===== src/rtl/afr_pkg.sv =====
`timescale 1ns / 1ps

package afr_pkg;

  localparam int MAX_DATA_DEF = 32;
  localparam int PADDR_W = 3;

  localparam logic [7:0] START_BYTE = 8'h7E;
  localparam logic [7:0] LEN_HI_OK = 8'h00;
  localparam logic [7:0] CSUM_BASE = 8'hFF;
  localparam logic [7:0] TIMEOUT_RESET = 8'd10;

  // register index, taken from paddr[2]
  localparam logic REG_TIMEOUT = 1'b0;

  localparam logic STATUS_OK = 1'b0;
  localparam logic STATUS_CSUM_ERR = 1'b1;

  localparam logic FUNC_BYTE = 1'b0;
  localparam logic FUNC_TICK = 1'b1;

  typedef struct packed {
    logic       func;
    logic [7:0] rx_byte;
  } req_t;

  typedef struct packed {
    logic [7:0] data;
    logic       is_last;
    logic       status;
    logic [5:0] frame_length;
  } res_t;

  typedef enum logic [5:0] {
    PH_HUNT   = 6'b000001,
    PH_LEN_HI = 6'b000010,
    PH_LEN_LO = 6'b000100,
    PH_DATA   = 6'b001000,
    PH_CSUM   = 6'b010000,
    PH_READ   = 6'b100000
  } phase_t;

endpackage


===== src/rtl/api_frame_receiver.sv =====
`timescale 1ns / 1ps

// channel   | handshake              | payload
// ----------+------------------------+-----------------------------------
// request   | req_valid / req_ready  | req : func, rx_byte
// result    | res_valid / res_ready  | res : data, is_last, status, frame_length
// config    | apb psel/penable/...   | timeout_ticks at byte address 0
//
// every byte or tick request is handled as soon as it is taken; a good frame
// of n bytes is read back out of the frame store at one byte per cycle while
// results are taken, through the single registered read port
// requests wait during that readout; a checksum byte waits while a result
// still sits in the output register; a stalled result just holds the readout
// rst is synchronous: hunting, timer stopped, frame store left unreset

module api_frame_receiver #(
  parameter int MAX_DATA = afr_pkg::MAX_DATA_DEF
) (
  input  logic                      clk,
  input  logic                      rst,
  input  logic                      req_valid,
  output logic                      req_ready,
  input  afr_pkg::req_t             req,
  output logic                      res_valid,
  input  logic                      res_ready,
  output afr_pkg::res_t             res,
  input  logic                      psel,
  input  logic                      penable,
  input  logic                      pwrite,
  input  logic [afr_pkg::PADDR_W-1:0] paddr,
  input  logic [31:0]               pwdata,
  output logic [31:0]               prdata,
  output logic                      pready
);

  import afr_pkg::*;

  localparam int LEN_W = $clog2(MAX_DATA + 1);
  localparam int ADDR_W = (MAX_DATA > 1) ? $clog2(MAX_DATA) : 1;

  // config register
  logic [7:0] timeout_ticks;

  // frame control
  phase_t     phase, phase_next;
  logic [LEN_W-1:0] byte_count, byte_count_next;
  logic [LEN_W-1:0] data_length, data_length_next;
  logic [7:0] running_sum, running_sum_next;
  logic [7:0] tick_count, tick_count_next;

  // frame store and its read side
  logic [7:0] frame_store [MAX_DATA];
  logic [7:0] store_q;
  logic [LEN_W-1:0] rd_addr, rd_addr_next;
  logic       rd_en;
  logic       rd_pending;
  logic       rd_last;
  logic       rd_move;

  logic       wr_en;
  logic       req_fire;
  logic       err_load;
  logic [7:0] tick_inc;
  logic [LEN_W-1:0] count_inc;

  // output register
  res_t       res_q;
  logic       res_vq;

  // apb
  assign pready = 1'b1;
  assign prdata = (paddr[2] == REG_TIMEOUT) ? {24'b0, timeout_ticks} : 32'b0;

  always_ff @(posedge clk) begin
    if (rst) begin
      timeout_ticks <= TIMEOUT_RESET;
    end else if (psel && penable && pwrite && pready && paddr[2] == REG_TIMEOUT) begin
      timeout_ticks <= pwdata[7:0];
    end
  end

  // a checksum byte may produce a result right away, so it needs a free slot
  assign req_ready = (phase != PH_READ) && !rd_pending &&
                     ((phase != PH_CSUM) || !res_vq || res_ready);
  assign req_fire = req_valid && req_ready;

  // read data moves to the output register when the slot frees up
  assign rd_move = rd_pending && (!res_vq || res_ready);
  assign rd_en = (phase == PH_READ) && (!rd_pending || rd_move);

  assign tick_inc = tick_count + 8'd1;
  assign count_inc = byte_count + LEN_W'(1);

  always_comb begin
    phase_next = phase;
    byte_count_next = byte_count;
    data_length_next = data_length;
    running_sum_next = running_sum;
    tick_count_next = tick_count;
    rd_addr_next = rd_addr;
    wr_en = 1'b0;
    err_load = 1'b0;

    if (phase == PH_READ) begin
      if (rd_en) begin
        rd_addr_next = rd_addr + LEN_W'(1);
        if (rd_addr == data_length - LEN_W'(1)) begin
          phase_next = PH_HUNT;
        end
      end
    end else if (req_fire && req.func == FUNC_TICK) begin
      // timer runs only inside a frame
      if (phase != PH_HUNT) begin
        tick_count_next = tick_inc;
        if (tick_inc >= timeout_ticks) begin
          phase_next = PH_HUNT;
          tick_count_next = 8'd0;
        end
      end
    end else if (req_fire) begin
      tick_count_next = 8'd0;
      case (phase)
        PH_HUNT: begin
          if (req.rx_byte == START_BYTE) begin
            phase_next = PH_LEN_HI;
          end
        end
        PH_LEN_HI: begin
          phase_next = (req.rx_byte == LEN_HI_OK) ? PH_LEN_LO : PH_HUNT;
        end
        PH_LEN_LO: begin
          if (req.rx_byte == 8'd0 || req.rx_byte > 8'(MAX_DATA)) begin
            phase_next = PH_HUNT;
          end else begin
            data_length_next = LEN_W'(req.rx_byte);
            byte_count_next = '0;
            running_sum_next = 8'd0;
            phase_next = PH_DATA;
          end
        end
        PH_DATA: begin
          wr_en = 1'b1;
          running_sum_next = running_sum + req.rx_byte;
          byte_count_next = count_inc;
          if (count_inc >= data_length) begin
            phase_next = PH_CSUM;
          end
        end
        PH_CSUM: begin
          if (CSUM_BASE - running_sum == req.rx_byte) begin
            rd_addr_next = '0;
            phase_next = PH_READ;
          end else begin
            err_load = 1'b1;
            phase_next = PH_HUNT;
          end
        end
        default: begin
          // unused codes fall back to hunting
          phase_next = PH_HUNT;
        end
      endcase
    end
  end

  always_ff @(posedge clk) begin
    if (rst) begin
      phase <= PH_HUNT;
      byte_count <= '0;
      data_length <= '0;
      running_sum <= 8'd0;
      tick_count <= 8'd0;
      rd_addr <= '0;
    end else begin
      phase <= phase_next;
      byte_count <= byte_count_next;
      data_length <= data_length_next;
      running_sum <= running_sum_next;
      tick_count <= tick_count_next;
      rd_addr <= rd_addr_next;
    end
  end

  // frame store: one write port, one registered read port
  always_ff @(posedge clk) begin
    if (wr_en) begin
      frame_store[byte_count[ADDR_W-1:0]] <= req.rx_byte;
    end
    if (rd_en) begin
      store_q <= frame_store[rd_addr[ADDR_W-1:0]];
    end
  end

  always_ff @(posedge clk) begin
    if (rst) begin
      rd_pending <= 1'b0;
      rd_last <= 1'b0;
    end else begin
      if (rd_en) begin
        rd_pending <= 1'b1;
        rd_last <= (rd_addr == data_length - LEN_W'(1));
      end else if (rd_move) begin
        rd_pending <= 1'b0;
      end
    end
  end

  // result register
  always_ff @(posedge clk) begin
    if (rst) begin
      res_vq <= 1'b0;
    end else if (rd_move || err_load) begin
      res_vq <= 1'b1;
    end else if (res_ready) begin
      res_vq <= 1'b0;
    end
  end

  always_ff @(posedge clk) begin
    if (rd_move) begin
      res_q.data <= store_q;
      res_q.is_last <= rd_last;
      res_q.status <= STATUS_OK;
      res_q.frame_length <= 6'(data_length);
    end else if (err_load) begin
      res_q.data <= 8'd0;
      res_q.is_last <= 1'b1;
      res_q.status <= STATUS_CSUM_ERR;
      res_q.frame_length <= 6'(data_length);
    end
  end

  assign res_valid = res_vq;
  assign res = res_q;

`ifndef SYNTHESIS
  // no new request while the store is being read out
  a_no_req_in_readout: assert property (@(posedge clk) disable iff (rst)
    (phase == PH_READ || rd_pending) |-> !req_ready)
    else $error("request taken during readout");

  // pending read data is never overwritten before it moves out
  a_no_read_overrun: assert property (@(posedge clk) disable iff (rst)
    (rd_pending && res_vq && !res_ready) |-> !rd_en)
    else $error("read data overwritten");

  // a checksum byte ends the frame one way or the other
  a_csum_ends_frame: assert property (@(posedge clk) disable iff (rst)
    (req_fire && req.func == FUNC_BYTE && phase == PH_CSUM) |=>
      (phase == PH_HUNT || phase == PH_READ))
    else $error("checksum byte left frame open");

  // timer is stopped while hunting
  a_timer_stopped: assert property (@(posedge clk) disable iff (rst)
    (phase == PH_HUNT) |-> (tick_count == 8'd0))
    else $error("timer running while hunting");

  // an error result is always a run of one
  a_err_is_last: assert property (@(posedge clk) disable iff (rst)
    (res_valid && res.status == STATUS_CSUM_ERR) |-> res.is_last)
    else $error("error result without last mark");
`endif

endmodule


===== config.mk =====
export PLATFORM = sky130hd
export DESIGN_NAME = api_frame_receiver
export DESIGN_NICKNAME = d
export VERILOG_FILES = /design/src/rtl/afr_pkg.sv /design/src/rtl/api_frame_receiver.sv
export SDC_FILE = /design/constraint.sdc
export NUM_CORES = 1
export LEC_CHECK = 0
export ABC_CLOCK_PERIOD_IN_PS = 3400
export BUFFER_PORTS_ARGS = -buffer_cell sky130_fd_sc_hd__buf_4
export CORE_ASPECT_RATIO = 1.5
export CORE_MARGIN = 5
export CORE_UTILIZATION = 30
export CTS_CLUSTER_SIZE = 30
export DETAILED_ROUTE_END_ITERATION = 12
export PLACE_DENSITY = 0.45
export SETUP_SLACK_MARGIN = 0.15
export SLEW_MARGIN = 20
export SYNTH_ARGS = -nofsm -noshare
export SYNTH_HDL_FRONTEND = slang
export SYNTH_SLANG_ARGS = --single-unit

===== constraint.sdc =====
create_clock -name clk -period 3.4 [get_ports clk]
set_input_delay 0.51 -clock clk [delete_from_list [all_inputs] [get_ports clk]]
set_output_delay 0.51 -clock clk [all_outputs]
set_load 0.005 [all_outputs]

==> run_results.csv <==
group,metric,value,unit
status,status,"finished clean",
critical_path,critical_path.endpoint_type,"flop",
clock_tree,cts_tree,"built",
critical_path,path_cells,"and3_1, nand3_1, and2_1, or2_2, ha_1, and3_1, a221oi_2, nand4_1, a2111oi_2, buf_4, a21oi_1, o21ai_0",
floorplan,core_region_area,46700,um2
synthesis,synth_fa_ha_area_share,2.62,%
final_layout,diodes,0,
synthesis,synth_seq_area_share,66.6,%
clock_tree,cts.sinks,331,
timing,slew_violations,0,
timing,hold_viol,0,
route,drt-wirelength-per-cell,20.7,um
route,viasPerCell,4.71,
synthesis,yosysMostFrequentCell,"edfxtp_1",
timing,clock.fmax,0.332,GHz
route,ant_nets,0,
global_route,grt_pass1_vias,8085,
floorplan,die_h,276,um
global_route,grt_pass1_wl,49.9,mm
critical_path,critPathMaxFanout,5,
critical_path,slowest_stage,"dfxtp_1",
placed_design,hpwlAfterDp,24.0,mm
clock_tree,post_cts_resized,1,
synthesis,yosysWarnings,0,
synthesis,synth-simple-area-share,8.06,%
route,firstDrtPassIters,4,
critical_path,worstPathRequired,3840,ps
synthesis,synth_largest_area_cell,"edfxtp_1",
synthesis,yosys-top-cells-count,"edfxtp_1 (279), nor2_1 (81), mux4_2 (80), dfxtp_1 (52), nand2_1 (38)",
timing,worst_clock_skew,20.1,ps
critical_path,cp.arrival,3450,ps
timing,setup-violations-final,0,
timing,hold-worst-slack,240,ps
final_layout,multi_input_area,4400,um2
synthesis,synth_top_family_by_area,"multiplexers",
final_layout,finalNetCount,1065,
clock_tree,cts.path.max_buffers,3,
timing,period_needed,3010,ps
critical_path,cpMostUsedCell,"and3_1",
synthesis,synth_area,14100,um2
global_route,overflow,0,
critical_path,start_kind,"flop",
synthesis,synthMuxAreaShare,14.3,%
global_route,grt_max_degree,48,
power_and_ir_drop,pwr_density_cell,484,nW/um2
clock_tree,cts_inserted_buffers,34,
final_layout,area_growth_syn_to_layout,16.8,%
power_and_ir_drop,power_leakage,5.47,nW
synthesis,avgSynthCellArea,16.1,um2
route,drt_iter0_markers,386,
final_layout,drive_gt1_share,26.2,%
clock_tree,clk_latency,510,ps
timing,rsz0062_at_grt,"false",
synthesis,synth_top_area_share,59.3,%
power_and_ir_drop,peakVddDrop,0.284,mV
clock_tree,root_buffer,"clkbuf_16",
clock_tree,h-tree-depth,2,
final_layout,num-fill-cells,4431,
global_route,antenna_found_initial,0,
timing,tightest_slew,984,ps
synthesis,yosys-top-cells-area,"edfxtp_1 (59%), mux4_2 (13%), dfxtp_1 (7.4%), ha_1 (2.5%), nor2_1 (2.2%)",
synthesis,synth_compound_area_share,3.97,%
synthesis,synth_cell_types,65,
route,routed_wl,33.1,mm
synthesis,synth_xor_area_share,1.36,%
timing,fin_tns_setup,0,ps
synthesis,ys.flop_type,"edfxtp_1",
floorplan,dieWidth,187,um
synthesis,synthArstFlopShare,0,%
route,remaining_drc_errors,0,
synthesis,synth-seq-cells,331,
placed_design,io_buffers,50,
worst_hold_path,hold_class,"primary input to flop",
critical_path,cp.buffers_inverters,1,
global_route,grtUsageTotal,12.7,%
clock_tree,clk_pin_slew,60,ps
floorplan,dieArea,51700,um2
clock_tree,cts_setup_buffers,0,
critical_path,path_class,"flop to flop",
final_layout,ff_latch_area,9430,um2
flow_run,max_cap_viol_count,0,
critical_path,crit_path_max_incr_delay,390,ps
placed_design,place.gp.congestion,0.801,
floorplan,start_util,30.3,%
timing,max_slew_margin,34.4,%
timing,fin_crit_sh,88.6,%
route,via_count,7554,
floorplan,std_cell_rows,97,
floorplan,num_io_pins,102,
clock_tree,cts_hold_buf,0,
synthesis,synthCells,877,
critical_path,cpLargestDelayFamily,"simple AND/OR/NAND/NOR gates",
synthesis,synth_edf_count,279,
## cells by family after synthesis
kind of cell / after synthesis
XOR/XNOR: 22
buffers and inverters: 84
other: 2
AND/OR/NAND/NOR: 223
adder cells (fa/ha/maj): 29
flip-flops: 331
multiplexers: 100
AO/OA/AOI/OAI: 86
## tightest hold or removal path: cells and delay by family
family          cells  cell delay, ps
compound gates      1              70
simple gates        1              40
buf+inv             1              90
## routing by layer
layer | wire length, um | global-route usage (%) | up-vias | share of wire [%]
li1 | - | - | 3571 | -
met1 | 12400 | 13.6 | 3786 | 38
met2 | 18200 | 24.8 | 143 | 55
met3 | 1140 | 2.06 | 54 | 3.5
met4 | 1300 | 5.22 | 0 | 3.9
met5 | 0 | 0 | - | 0
## through the flow
stage	std cells	utilization (%)	setup WS (ps)	instance area, um2	total power [W]
after floorplan	900	-	471	14200	0.00457
after global placement	1543	33.2	153	15500	0.00466
after detailed placement	1543	33.2	141	15500	0.00466
after CTS	1604	35.3	281	16500	0.00814
after global routing	1604	35.4	169	16500	0.00830
final	1604	35.4	386	16500	0.00800
## flip-flops by register name (all words and copies together) (netlist names), 6 cells and up
| signal | cells |
|---|---|
| tick_count | 8 |
| frame_store | 256 |
| res | 16 |
| running_sum | 8 |
| phase | 6 |
| byte_count | 6 |
| data_length | 6 |
| timeout_ticks | 8 |
| store_q | 8 |
| rd_addr | 6 |
## worst paths after layout
path                                                     from                       endpoint  slack (ps)  cells after the start
worst max register to register     tick_count[4]$_SDFFE_PP0P_     tick_count[2]$_SDFFE_PP0P_         390                     12
worst max-delay path               tick_count[4]$_SDFFE_PP0P_     tick_count[2]$_SDFFE_PP0P_         390                     12
worst min-delay path                                pwdata[3]  timeout_ticks[3]$_SDFFE_PP1P_         240                      3
worst min register to register  timeout_ticks[7]$_SDFFE_PP0P_  timeout_ticks[7]$_SDFFE_PP0P_         460                      2
## layout by cell type, fill, tap and decap left out, drive strengths merged, types with 5 or more instances in the layout
master / instances
a31oi: 5
a21oi: 29
nand2b: 8
o21ai: 14
and2: 10
or3: 5
ha: 28
nor2: 81
xor2: 12
and3: 16
mux2: 11
mux4: 80
clkbuf: 47
inv: 24
dfxtp: 52
a22oi: 11
nand4: 5
clkinv: 10
mux2i: 9
nand2: 38
buf: 111
conb: 25
xnor2: 10
nand3: 13
nand3b: 8
nor2b: 5
nor3: 10
edfxtp: 279
## report_power, final
part | internal (W) | switching, W
clock network | 0.00191 | 0.00152
registers | 0.00439 | 0.00000291
logic | 0.0000529 | 0.000128
## final cells by class
| class | instances | area share [%] |
|---|---|---|
| Multi-Input combinational cell | 485 | 26.6 |
| Clock inverter | 14 | 0.470 |
| Clock buffer | 47 | 5.57 |
| Inverter | 22 | 0.500 |
| Sequential cell | 331 | 57.1 |
| Tap cell | 594 | 4.50 |
| Timing Repair Buffer | 111 | 5.27 |
Note: power is estimated with default switching activity, not from simulation.
